===== src/rtl/rke_pkg.sv =====
`timescale 1ns / 1ps

package rke_pkg;

	localparam int KMER_W = 64;
	localparam int BYTE_W = 8;
	localparam int KLEN_W = 6;

	typedef logic [1:0]        code_t;
	typedef logic [BYTE_W-1:0] byte_t;
	typedef logic [KLEN_W-1:0] klen_t;

	localparam byte_t CHAR_NL   = 8'h0A;
	localparam byte_t CHAR_A_UP = 8'h41;
	localparam byte_t CHAR_C_UP = 8'h43;
	localparam byte_t CHAR_G_UP = 8'h47;
	localparam byte_t CHAR_T_UP = 8'h54;
	localparam byte_t CHAR_A_LO = 8'h61;
	localparam byte_t CHAR_C_LO = 8'h63;
	localparam byte_t CHAR_G_LO = 8'h67;
	localparam byte_t CHAR_T_LO = 8'h74;

	localparam code_t CODE_A = 2'd0;
	localparam code_t CODE_C = 2'd1;
	localparam code_t CODE_G = 2'd2;
	localparam code_t CODE_T = 2'd3;

	localparam klen_t KLEN_RESET = 6'd16;

	function automatic code_t base_code(input byte_t b);
		code_t c;
		case (b)
			CHAR_T_UP, CHAR_T_LO: c = CODE_T;
			CHAR_G_UP, CHAR_G_LO: c = CODE_G;
			CHAR_C_UP, CHAR_C_LO: c = CODE_C;
			default:              c = CODE_A;
		endcase
		return c;
	endfunction

	function automatic logic is_acgt(input byte_t b);
		logic r;
		case (b)
			CHAR_A_UP, CHAR_C_UP, CHAR_G_UP, CHAR_T_UP,
			CHAR_A_LO, CHAR_C_LO, CHAR_G_LO, CHAR_T_LO: r = 1'b1;
			default:                                    r = 1'b0;
		endcase
		return r;
	endfunction

endpackage


===== src/rtl/rke_ifs.sv =====
`timescale 1ns / 1ps

interface rke_cfg_if import rke_pkg::*; ();
	logic  valid;
	logic  ready;
	klen_t kmer_length;

	modport source (output valid, output kmer_length, input ready);
	modport sink (input valid, input kmer_length, output ready);
endinterface

interface rke_in_if import rke_pkg::*; ();
	logic  valid;
	logic  ready;
	byte_t text_byte;
	logic  new_file;

	modport source (output valid, output text_byte, output new_file, input ready);
	modport sink (input valid, input text_byte, input new_file, output ready);
endinterface

interface rke_out_if import rke_pkg::*; #(
	parameter int POS_W = 40
) ();
	logic              valid;
	logic              ready;
	logic [KMER_W-1:0] forward_kmer;
	logic [KMER_W-1:0] reverse_kmer;
	logic              ambiguous;
	logic [POS_W-1:0]  position;

	modport source (
		output valid, output forward_kmer, output reverse_kmer,
		output ambiguous, output position, input ready
	);
	modport sink (
		input valid, input forward_kmer, input reverse_kmer,
		input ambiguous, input position, output ready
	);
endinterface


===== src/rtl/rke_revcomp.sv =====
`timescale 1ns / 1ps

module rke_revcomp import rke_pkg::*; #(
	parameter int MAX_K = 32
) (
	input  logic [2*MAX_K-1:0] window,
	input  klen_t              k,
	output logic [2*MAX_K-1:0] revcomp
);

	localparam logic [6:0] MAXK7 = 7'(MAX_K);

	logic [2*MAX_K-1:0] rev_full;
	logic [6:0]         kdiff;
	logic [6:0]         shamt;

	always_comb begin
		for (int i = 0; i < MAX_K; i++) begin
			rev_full[2*(MAX_K-1-i) +: 2] = ~window[2*i +: 2];
		end
	end

	// drop the complemented empty slots above the k-th base
	assign kdiff   = MAXK7 - {1'b0, k};
	assign shamt   = {kdiff[5:0], 1'b0};
	assign revcomp = rev_full >> shamt;

endmodule


===== src/rtl/rolling_kmer_extractor.sv =====
`timescale 1ns / 1ps

// Rolling k-mer extractor for FASTA text.
// Channels: text (sink) takes one byte per item plus a new_file mark; kmer
// (source) gives one item per base once k bases are in the window: forward
// k-mer, reverse complement, ambiguity flag and start position. cfg (sink)
// writes kmer_length (0 acts as 1, above MAX_K acts as MAX_K); it is always
// ready and should be written only while the block is idle.
// A result item is registered and appears on kmer in the cycle after its byte is taken.
// Throughput: one byte per cycle while kmer keeps up; header bytes and newlines give no item.
// The window, fill and ambiguity state and the result register form one
// stage, so a byte can be taken every cycle while the kmer side keeps up.
// Stall: when kmer holds a result that is not taken, text.ready drops; it
// stays high while the held result is being taken in that same cycle.
// Reset: arst_n clears the window, counters and position, enters header
// skip and sets kmer_length to 16. new_file does the same (keeping
// kmer_length) before its own byte is handled.
module rolling_kmer_extractor import rke_pkg::*; #(
	parameter int MAX_K         = 32,
	parameter int POSITION_BITS = 40
) (
	input  logic      clk,
	input  logic      arst_n,
	rke_cfg_if.sink   cfg,
	rke_in_if.sink    text,
	rke_out_if.source kmer
);

	localparam int WIN_W = 2 * MAX_K;
	localparam klen_t MAXK6 = 6'(MAX_K);

	klen_t                    kmer_length_q;
	logic [WIN_W-1:0]         window_q;
	klen_t                    amb_count_q;
	klen_t                    fill_q;
	logic                     in_header_q;
	logic [POSITION_BITS-1:0] pos_q;

	logic                     out_valid_s1;
	logic [WIN_W-1:0]         fwd_s1;
	logic [WIN_W-1:0]         rev_s1;
	logic                     amb_s1;
	logic [POSITION_BITS-1:0] pos_s1;

	klen_t                    k_eff;
	logic                     accept;
	logic [WIN_W-1:0]         window_base;
	klen_t                    amb_base;
	klen_t                    fill_base;
	logic                     hdr_base;
	logic [POSITION_BITS-1:0] pos_base;

	logic [WIN_W-1:0]         window_d;
	klen_t                    amb_d;
	klen_t                    fill_d;
	logic                     hdr_d;
	logic [POSITION_BITS-1:0] pos_d;
	logic                     amb_flag;
	logic                     emit;
	logic [WIN_W-1:0]         win_mask;
	logic [WIN_W-1:0]         rev_w;
	klen_t                    amb_pre;

	always_comb begin
		if (kmer_length_q == '0) begin
			k_eff = 6'd1;
		end else if (kmer_length_q > MAXK6) begin
			k_eff = MAXK6;
		end else begin
			k_eff = kmer_length_q;
		end
	end

	assign cfg.ready  = 1'b1;
	assign text.ready = !out_valid_s1 || kmer.ready;
	assign accept     = text.valid && text.ready;

	assign window_base = text.new_file ? '0 : window_q;
	assign amb_base    = text.new_file ? '0 : amb_count_q;
	assign fill_base   = text.new_file ? '0 : fill_q;
	assign hdr_base    = text.new_file ? 1'b1 : in_header_q;
	assign pos_base    = text.new_file ? '0 : pos_q;

	assign win_mask = ~({WIN_W{1'b1}} << {k_eff, 1'b0});

	always_comb begin
		window_d = window_base;
		amb_d    = amb_base;
		fill_d   = fill_base;
		hdr_d    = hdr_base;
		pos_d    = pos_base;
		amb_flag = 1'b0;
		emit     = 1'b0;
		amb_pre  = is_acgt(text.text_byte) ? amb_base : k_eff;
		if (hdr_base) begin
			if (text.text_byte == CHAR_NL) begin
				hdr_d = 1'b0;
			end
		end else if (text.text_byte != CHAR_NL) begin
			if (amb_pre != '0) begin
				amb_flag = 1'b1;
				amb_d    = amb_pre - 6'd1;
			end else begin
				amb_d = amb_pre;
			end
			window_d = ({window_base[WIN_W-3:0], 2'b00}
			           | WIN_W'(base_code(text.text_byte))) & win_mask;
			if (fill_base < k_eff) begin
				fill_d = fill_base + 6'd1;
			end
			emit = (fill_d >= k_eff);
			if (emit && pos_base != '1) begin
				pos_d = pos_base + 1'b1;
			end
		end
	end

	rke_revcomp #(
		.MAX_K (MAX_K)
	) u_revcomp (
		.window  (window_d),
		.k       (k_eff),
		.revcomp (rev_w)
	);

	always_ff @(posedge clk or negedge arst_n) begin
		if (!arst_n) begin
			kmer_length_q <= KLEN_RESET;
			window_q      <= '0;
			amb_count_q   <= '0;
			fill_q        <= '0;
			in_header_q   <= 1'b1;
			pos_q         <= '0;
			out_valid_s1  <= 1'b0;
		end else begin
			if (cfg.valid) begin
				kmer_length_q <= cfg.kmer_length;
			end
			if (accept) begin
				window_q    <= window_d;
				amb_count_q <= amb_d;
				fill_q      <= fill_d;
				in_header_q <= hdr_d;
				pos_q       <= pos_d;
			end
			if (accept && emit) begin
				out_valid_s1 <= 1'b1;
			end else if (kmer.ready) begin
				out_valid_s1 <= 1'b0;
			end
		end
	end

	always_ff @(posedge clk) begin
		if (accept && emit) begin
			fwd_s1 <= window_d;
			rev_s1 <= rev_w;
			amb_s1 <= amb_flag;
			pos_s1 <= pos_base;
		end
	end

	assign kmer.valid        = out_valid_s1;
	assign kmer.forward_kmer = KMER_W'(fwd_s1);
	assign kmer.reverse_kmer = KMER_W'(rev_s1);
	assign kmer.ambiguous    = amb_s1;
	assign kmer.position     = pos_s1;

endmodule

===== src/flat_wrapper.sv =====
// flat-port wrapper written by rule: the top's interface ports become plain ports
module rolling_kmer_extractor_flat import rke_pkg::*;
#(
	parameter int MAX_K         = 32,
	parameter int POSITION_BITS = 40
)
  (clk, arst_n, cfg_valid, cfg_kmer_length, cfg_ready, text_valid, text_text_byte, text_new_file, text_ready, kmer_valid, kmer_forward_kmer, kmer_reverse_kmer, kmer_ambiguous, kmer_position, kmer_ready);
  rke_cfg_if cfg_i ();
  rke_in_if text_i ();
  rke_out_if kmer_i ();
  input  logic clk;
  input  logic arst_n;
  input wire logic [$bits(cfg_i.valid)-1:0] cfg_valid;
  input wire logic [$bits(cfg_i.kmer_length)-1:0] cfg_kmer_length;
  output wire logic [$bits(cfg_i.ready)-1:0] cfg_ready;
  input wire logic [$bits(text_i.valid)-1:0] text_valid;
  input wire logic [$bits(text_i.text_byte)-1:0] text_text_byte;
  input wire logic [$bits(text_i.new_file)-1:0] text_new_file;
  output wire logic [$bits(text_i.ready)-1:0] text_ready;
  output wire logic [$bits(kmer_i.valid)-1:0] kmer_valid;
  output wire logic [$bits(kmer_i.forward_kmer)-1:0] kmer_forward_kmer;
  output wire logic [$bits(kmer_i.reverse_kmer)-1:0] kmer_reverse_kmer;
  output wire logic [$bits(kmer_i.ambiguous)-1:0] kmer_ambiguous;
  output wire logic [$bits(kmer_i.position)-1:0] kmer_position;
  input wire logic [$bits(kmer_i.ready)-1:0] kmer_ready;
  assign cfg_i.valid = cfg_valid;
  assign cfg_i.kmer_length = cfg_kmer_length;
  assign cfg_ready = cfg_i.ready;
  assign text_i.valid = text_valid;
  assign text_i.text_byte = text_text_byte;
  assign text_i.new_file = text_new_file;
  assign text_ready = text_i.ready;
  assign kmer_valid = kmer_i.valid;
  assign kmer_forward_kmer = kmer_i.forward_kmer;
  assign kmer_reverse_kmer = kmer_i.reverse_kmer;
  assign kmer_ambiguous = kmer_i.ambiguous;
  assign kmer_position = kmer_i.position;
  assign kmer_i.ready = kmer_ready;
  rolling_kmer_extractor #(.MAX_K(MAX_K), .POSITION_BITS(POSITION_BITS)) u_core (.clk(clk), .arst_n(arst_n), .cfg(cfg_i), .text(text_i), .kmer(kmer_i));
endmodule

===== config.mk =====
export PLATFORM = sky130hd
export DESIGN_NAME = rolling_kmer_extractor_flat
export DESIGN_NICKNAME = d
export VERILOG_FILES = /design/src/rtl/rke_pkg.sv /design/src/rtl/rke_ifs.sv /design/src/rtl/rke_revcomp.sv /design/src/rtl/rolling_kmer_extractor.sv /design/src/flat_wrapper.sv
export SDC_FILE = /design/constraint.sdc
export NUM_CORES = 1
export LEC_CHECK = 0
export ABC_AREA = 1
export BUFFER_PORTS_ARGS = -buffer_cell sky130_fd_sc_hd__buf_2
export CORE_ASPECT_RATIO = 0.7
export CORE_UTILIZATION = 26
export DETAILED_ROUTE_END_ITERATION = 12
export SYNTH_ARGS = -nofsm -noshare
export SYNTH_HDL_FRONTEND = slang
export SYNTH_SLANG_ARGS = --single-unit

===== constraint.sdc =====
create_clock -name clk -period 8.6 [get_ports clk]
set_clock_uncertainty 0.05 [all_clocks]
set_input_delay 0.86 -clock clk [delete_from_list [all_inputs] [get_ports clk]]
set_output_delay 0.86 -clock clk [all_outputs]
set_load 0.01 [all_outputs]

# Word-level counts from Yosys, hierarchy flattened
# Cells that the tools add are included.
# W data, S select, Z words.
# word_totals
regBits,293
in_bits,20
word_cells,112
# op_classes
addsub,4
magnitude_cmp,3
n_eq_ne,11
shift,2
mux,32
n_bitwise,36
n_reduce_logical,13
# op_table
op,count
$mux W64,3
$mux W40,4
$mux W6,13
$and A64 B64 Y64,1
$eq A8 B7 Y1 const B,8
$not A2 Y2,32
$not A64 Y64,1
$or A64 B2 Y64,1
$shl A64 B7 Y64 const A,1
$shr A64 B7 Y64,1
$add A40 B1 Y40 const B,1
$ne A40 B40 Y1 const B,1
$mux W1,9
$eq A8 B4 Y1 const B,1
$ne A8 B4 Y1 const B,1
$reduce_or A2 Y1,4
$reduce_or A8 Y1,1
$add A6 B1 Y6 const B,1
$ge A6 B6 Y1,1
$gt A6 B6 Y1 const B,1
$logic_not A6 Y1,1
$lt A6 B6 Y1,1
$pmux W2 S3,1
$reduce_bool A6 Y1,1
8 further kinds,11

# Longest topological paths before layout
# depth
word_depth,12
ltp_mapped,30

# Modules after synthesis
# From an unflattened synthesis, not the netlist that was laid out.
# unflattened
hier_cells,2141
area_unflattened_um2,16916.2
# by_module_without_submodules
module,n_inst,cells_each,area_each_um2,seq_area_each_um2
rolling_kmer_extractor,1,1362,13406.6,8180.3
rke_revcomp,1,779,3509.6,0.0

# Worst setup path after synthesis
# Ideal clock, no wire load.
# synth_path
path_kind,in2reg
startpoint,input text_new_file
endpoint,register u_core.pos_q[30]
t_arrival_ns,6.655
slack_ns,1.782
path_stages,24
path_buffers,3
path_cell_list,buf_6 buf_6 clkbuf_1 nor2_1 ha_1 nand2_1 o21a_1 nand2_1 o21ai_0 and2_1 ha_1 inv_1 o21bai_1 nand2_1 nand3_1 nor2_1 nor2_4 nand4_4 nor2_4 nand3_2 nor2_1 nand2_1 nand2_1 inv_1
# synth_between
elab_chain_len,10
word_cells_on_any_way,15
classes_between,add/sub: 2; order compare: 2; eq/ne: 1; mux: 9; reduce/logical: 1
# synth_rtl
item,line_no,rtl
from (decl),flat_wrapper.sv:18,input wire logic [$bits(text_i.new_file)-1:0] text_new_file;
$mux W6,rolling_kmer_extractor.sv:80,assign fill_base = text.new_file ? '0 : fill_q;
$add A6 B1 Y6 / $lt A6 B6 Y1 (equally long branches),"rolling_kmer_extractor.sv:109, rolling_kmer_extractor.sv:108",
$mux W6,rolling_kmer_extractor.sv:108,if (fill_base < k_eff) begin
$mux W6,rolling_kmer_extractor.sv:99,end else if (text.text_byte != CHAR_NL) begin
$mux W6,rolling_kmer_extractor.sv:95,if (hdr_base) begin
$ge A6 B6 Y1,rolling_kmer_extractor.sv:111,emit = (fill_d >= k_eff);
$logic_and A1 B1 Y1,rolling_kmer_extractor.sv:112,if (emit && pos_base != '1) begin
$mux W40,rolling_kmer_extractor.sv:112,
$mux W40,rolling_kmer_extractor.sv:99,
$mux W40 (*),rolling_kmer_extractor.sv:95,
to (signal assigned),rolling_kmer_extractor.sv:144,pos_q <= pos_d;
to (decl),rolling_kmer_extractor.sv:37,logic [POSITION_BITS-1:0] pos_q;
# Mark *: on every way between the ends. The rest lies on a longest branch, timed or not. The select of a mux whose other input is x is not followed.
# A chain may end at the register's enable or synchronous reset.

# Final worst setup path
# layout_path
startpoint,register u_core.kmer_length_q[4]
endpoint,register u_core.pos_q[29]
# layout_between
elab_chain_len,12
word_cells_on_any_way,13
classes_between,order compare: 3; mux: 8; reduce/logical: 2
# layout_rtl
item,line_no,rtl
from (decl),rolling_kmer_extractor.sv:32,klen_t kmer_length_q;
from (signal assigned),rolling_kmer_extractor.sv:137,kmer_length_q <= cfg.kmer_length;
$gt A6 B6 Y1,rolling_kmer_extractor.sv:67,end else if (kmer_length_q > MAXK6) begin
$mux W6,rolling_kmer_extractor.sv:67,
$mux W6 (*),rolling_kmer_extractor.sv:65,if (kmer_length_q == '0) begin
$lt A6 B6 Y1,rolling_kmer_extractor.sv:108,
$mux W6,rolling_kmer_extractor.sv:108,
$mux W6,rolling_kmer_extractor.sv:99,
$mux W6,rolling_kmer_extractor.sv:95,
$ge A6 B6 Y1 (*),rolling_kmer_extractor.sv:111,
$logic_and A1 B1 Y1 (*),rolling_kmer_extractor.sv:112,
$mux W40 (*),rolling_kmer_extractor.sv:112,
$mux W40 (*),rolling_kmer_extractor.sv:99,
$mux W40 (*),rolling_kmer_extractor.sv:95,
# Marks and branches as above.

==> results.yml <==
global_routing:
  grt_first_pass_wirelength_um: 93300
  grt_pass1_vias: 14697
  antenna_found_initial: 4
  grt.total_usage: 0.184
  gr-total-overflow: 0
  grt_start_max_net_pins: 106
clock_network:
  clock_sinks: 293
  numCtsBuffers: 37
  cts-htree-levels: 2
  postCtsHoldBufs: 0
  path_clk_slew_ps: 60
  tritoncts: "done"
  clockBufferDepth: 3
  cts_resized: 0
  clockRootBuffer: "clkbuf_16"
  clk_latency_ps: 560
  post_cts_buffers: 0
logic_synthesis:
  yosysWarnings: 0
  syn_nets: 2167
  yosysUniqueCellTypes: 42
  ys_seq_area_frac: 0.483
  synth_area_um2: 16900
  synth_cells: 2129
  synth_seq_cells: 293
  syn-mean-instance-area_um2: 7.95
worst_setup_path:
  crit_path_start: "u_core.kmer_length_q[4]"
  r2r_cells: 22
  critPathMaxStageDelay_ps: 570
  crit_cells: 22
  path_buf_inv: 4
  timing.critical_path.mode_cell: "nand2_1"
  cp_cell_sequence: "inv_2, nor2_1, inv_1, ha_1, nand2_1, o21a_1, nand2_1, o21ai_0, and2_1, ha_1, inv_1, o21bai_1, nand2_1, nand3_1, nor2_1, nor2_4, buf_12, nand4_4, nor2_4, nand2_1, nor2_1, xnor2_1"
  worstSetupStartpointType: "register"
  timing.rr.end: "u_core.pos_q[29]"
  critPathMaxFanout: 105
  required_ps: 9030
  arrival_ps: 5160
  reg2reg_slack_ps: 3870
  worstSetupPathType: "reg -> reg"
  path_delay_family: "simple AND/OR/NAND/NOR gates"
  rr_startpoint: "u_core.kmer_length_q[4]"
  cpMaxStageDelayCell: "dfstp_2"
  cp-end-kind: "register"
place:
  place_congestion: 0.976
  pre_cts_slack_ps: 3580
  port_buffers: 190
  detailed_place.area_um2: 18600
  hpwlAfterDp_um: 44400
finish:
  fillCellCount: 6848
  fin_nets: 2293
  multi_input_area_um2: 7590
  drive_above_1_share: 0.139
  area_delta_synth_final_pct: 17.2
  fin_area_um2: 19900
  finish.utilization: 0.311
  seqCellArea_um2: 8180
timing:
  fin_crit_sh: 0.550
  hold_viol: 0
  relSlewSlack: 0.197
  fin_tns_setup_ps: 0
  final_max_slew_viol_count: 0
  fin_crit_ps: 4730
  tightest_slew_ps: 1200
  worst_slack_ps: 3870
  rsz0062_at_grt: "false"
  fmax_ghz: 0.211
  setup_violations: 0
floorplan:
  ios: 192
  die_area_um2: 66200
  core_area_um2: 63800
  die_h_um: 216
  die_w_um: 307
  initial_utilization: 0.266
  rows: 77
routing:
  num_vias: 16070
  drtAntennaViolNets: 0
  routedWlPerCell_um: 19.6
  drc: 0
  detail_route.wirelength_um: 61700
  dr.first_iter.drc_count: 2024
  avgViaCountPerCell: 5.10
  firstDrtPassIters: 6
pwr:
  pwr_density_cell_nw_per_um2: 223
  ir_drop_mv: 0.0987
  leakagePower_nw: 8.61
run_status:
  status: "complete, no violations"
worst_hold_path:
  min_path_type: "in -> async"
job:
  drv_cap: 0
## cells by family (layout without fill, tap and decap cells)
family / count (synthesis) / count (layout) / synth area share
and+or+nand+nor: 1338 / 1338 / 0.361
DFF: 293 / 293 / 0.483
buffers and inverters: 289 / 441 / 0.0698
AOI/OAI and AO/OA: 151 / 151 / 0.0508
xor gates and xnor gates: 38 / 38 / 0.0208
adders and majority gates: 18 / 18 / 0.0133
other: 1 / 3 / 0.000221
muxes: 1 / 1 / 0.000665
## worst register-to-register path: cells and delay by family (launching register included)
kind	cells	cell delay [ps]
buffers and inverters	4	690
AND/OR/NAND/NOR	12	2140
flip-flops	1	570
adder cells (fa/ha/maj)	2	580
XOR/XNOR	1	130
AO/OA/AOI/OAI	3	490
## power breakdown
part	total [mW]	internal [mW]	switching, mW
clock	1.65	1.01	0.645
combinational	1.18	0.321	0.856
sequential	1.59	1.56	0.0334
## layout make-up
| cell class | count | share of cell area |
|---|---|---|
| inverter | 167 | 0.0317 |
| multi-input combinational | 1547 | 0.383 |
| clock inverter | 19 | 0.0144 |
| sequential | 293 | 0.412 |
| timing repair buffer | 209 | 0.0558 |
| antenna | 2 | 0.000252 |
| clock buffer | 46 | 0.0483 |
| tap | 869 | 0.0548 |
## Yosys cell counts
cell / number / share of area
a21boi_0: 1 / 0.00044
a21oi_1: 27 / 0.0080
a22oi_1: 2 / 0.00089
a31oi_1: 56 / 0.021
and2_1: 4 / 0.0015
and2_2: 1 / 0.00044
buf_1: 30 / 0.0067
buf_2: 39 / 0.012
buf_4: 7 / 0.0031
buf_6: 3 / 0.0020
clkbuf_1: 43 / 0.0095
conb_1: 1 / 0.00022
dfrtp_1: 122 / 0.18
dfstp_2: 2 / 0.0031
edfxtp_1: 169 / 0.30
ha_1: 18 / 0.013
inv_1: 151 / 0.033
inv_2: 16 / 0.0035
mux2_2: 1 / 0.00066
nand2_1: 413 / 0.092
nand2_2: 4 / 0.0015
nand3_1: 614 / 0.18
nand3_2: 3 / 0.0018
nand4_1: 43 / 0.016
nand4_4: 2 / 0.0025
nor2_1: 202 / 0.045
nor2_2: 6 / 0.0022
nor2_4: 5 / 0.0033
nor3_1: 28 / 0.0083
nor3_2: 6 / 0.0035
nor4_1: 6 / 0.0022
o211ai_1: 1 / 0.00044
o21a_1: 1 / 0.00044
o21ai_0: 46 / 0.014
o21ai_1: 9 / 0.0027
o21bai_1: 4 / 0.0018
o221ai_1: 3 / 0.0016
o22ai_1: 1 / 0.00037
or2_2: 1 / 0.00037
xnor2_1: 17 / 0.0088
xor2_1: 20 / 0.010
xor2_4: 1 / 0.0016
## placed cells by master, fill, tap and decap left out, types with 27 or more instances in the layout
cell       Yosys  routed
nand4_1       43      43
a21oi_1       27      27
nand2_1      413     413
a31oi_1       56      56
edfxtp_1     169     169
clkbuf_16      0      37
o21ai_0       46      46
dfrtp_1      122     122
nand3_1      614     614
nor3_1        28      28
nor2_1       202     202
inv_1        151     150
buf_2         39     189
## metrics by stage
| step | cells | power, mW | hold slack (ps) |
|---|---|---|---|
| 3_5_place_dp | 3085 | 2.77 | 432 |
| 2_1_floorplan | 2129 | 2.43 | 403 |
| 4_1_cts | 3150 | 4.43 | 413 |
| 3_3_place_gp | 3085 | 2.77 | 421 |
| 5_1_grt | 3152 | 4.64 | 472 |
| 6_report | 3152 | 4.42 | 400 |
## layer usage
metal,vias up,share of wire,GRT usage
met2,734,0.40,0.249
met4,2,0.021,0.0486
met1,7630,0.48,0.281
met3,89,0.10,0.0523
li1,7615,-,-
met5,-,0.0015,0.0102
## state kept, by name (all words and copies together), names as in the netlist
| name | flops |
|---|---|
| u_core.fill_q | 6 |
| u_core.in_header_q | 1 |
| u_core.kmer.ambiguous | 1 |
| u_core.window_q | 64 |
| u_core.kmer.valid | 1 |
| u_core.pos_q | 40 |
| u_core.kmer_length_q | 6 |
| u_core.kmer.position | 40 |
| u_core.amb_count_q | 6 |
| u_core.kmer.forward_kmer | 64 |
| u_core.kmer.reverse_kmer | 64 |
## how the worst max path moves through the flow
stage / end / slack (ps)
5_1_grt: u_core.pos_q[29] / 3270
6_report: u_core.pos_q[29] / 3870
3_5_place_dp: u_core.pos_q[29] / 3580
3_3_place_gp: u_core.pos_q[27] / 3620
4_1_cts: u_core.pos_q[29] / 3780
2_1_floorplan: u_core.pos_q[30] / 1780
Note: power is estimated with default switching activity, not from simulation.
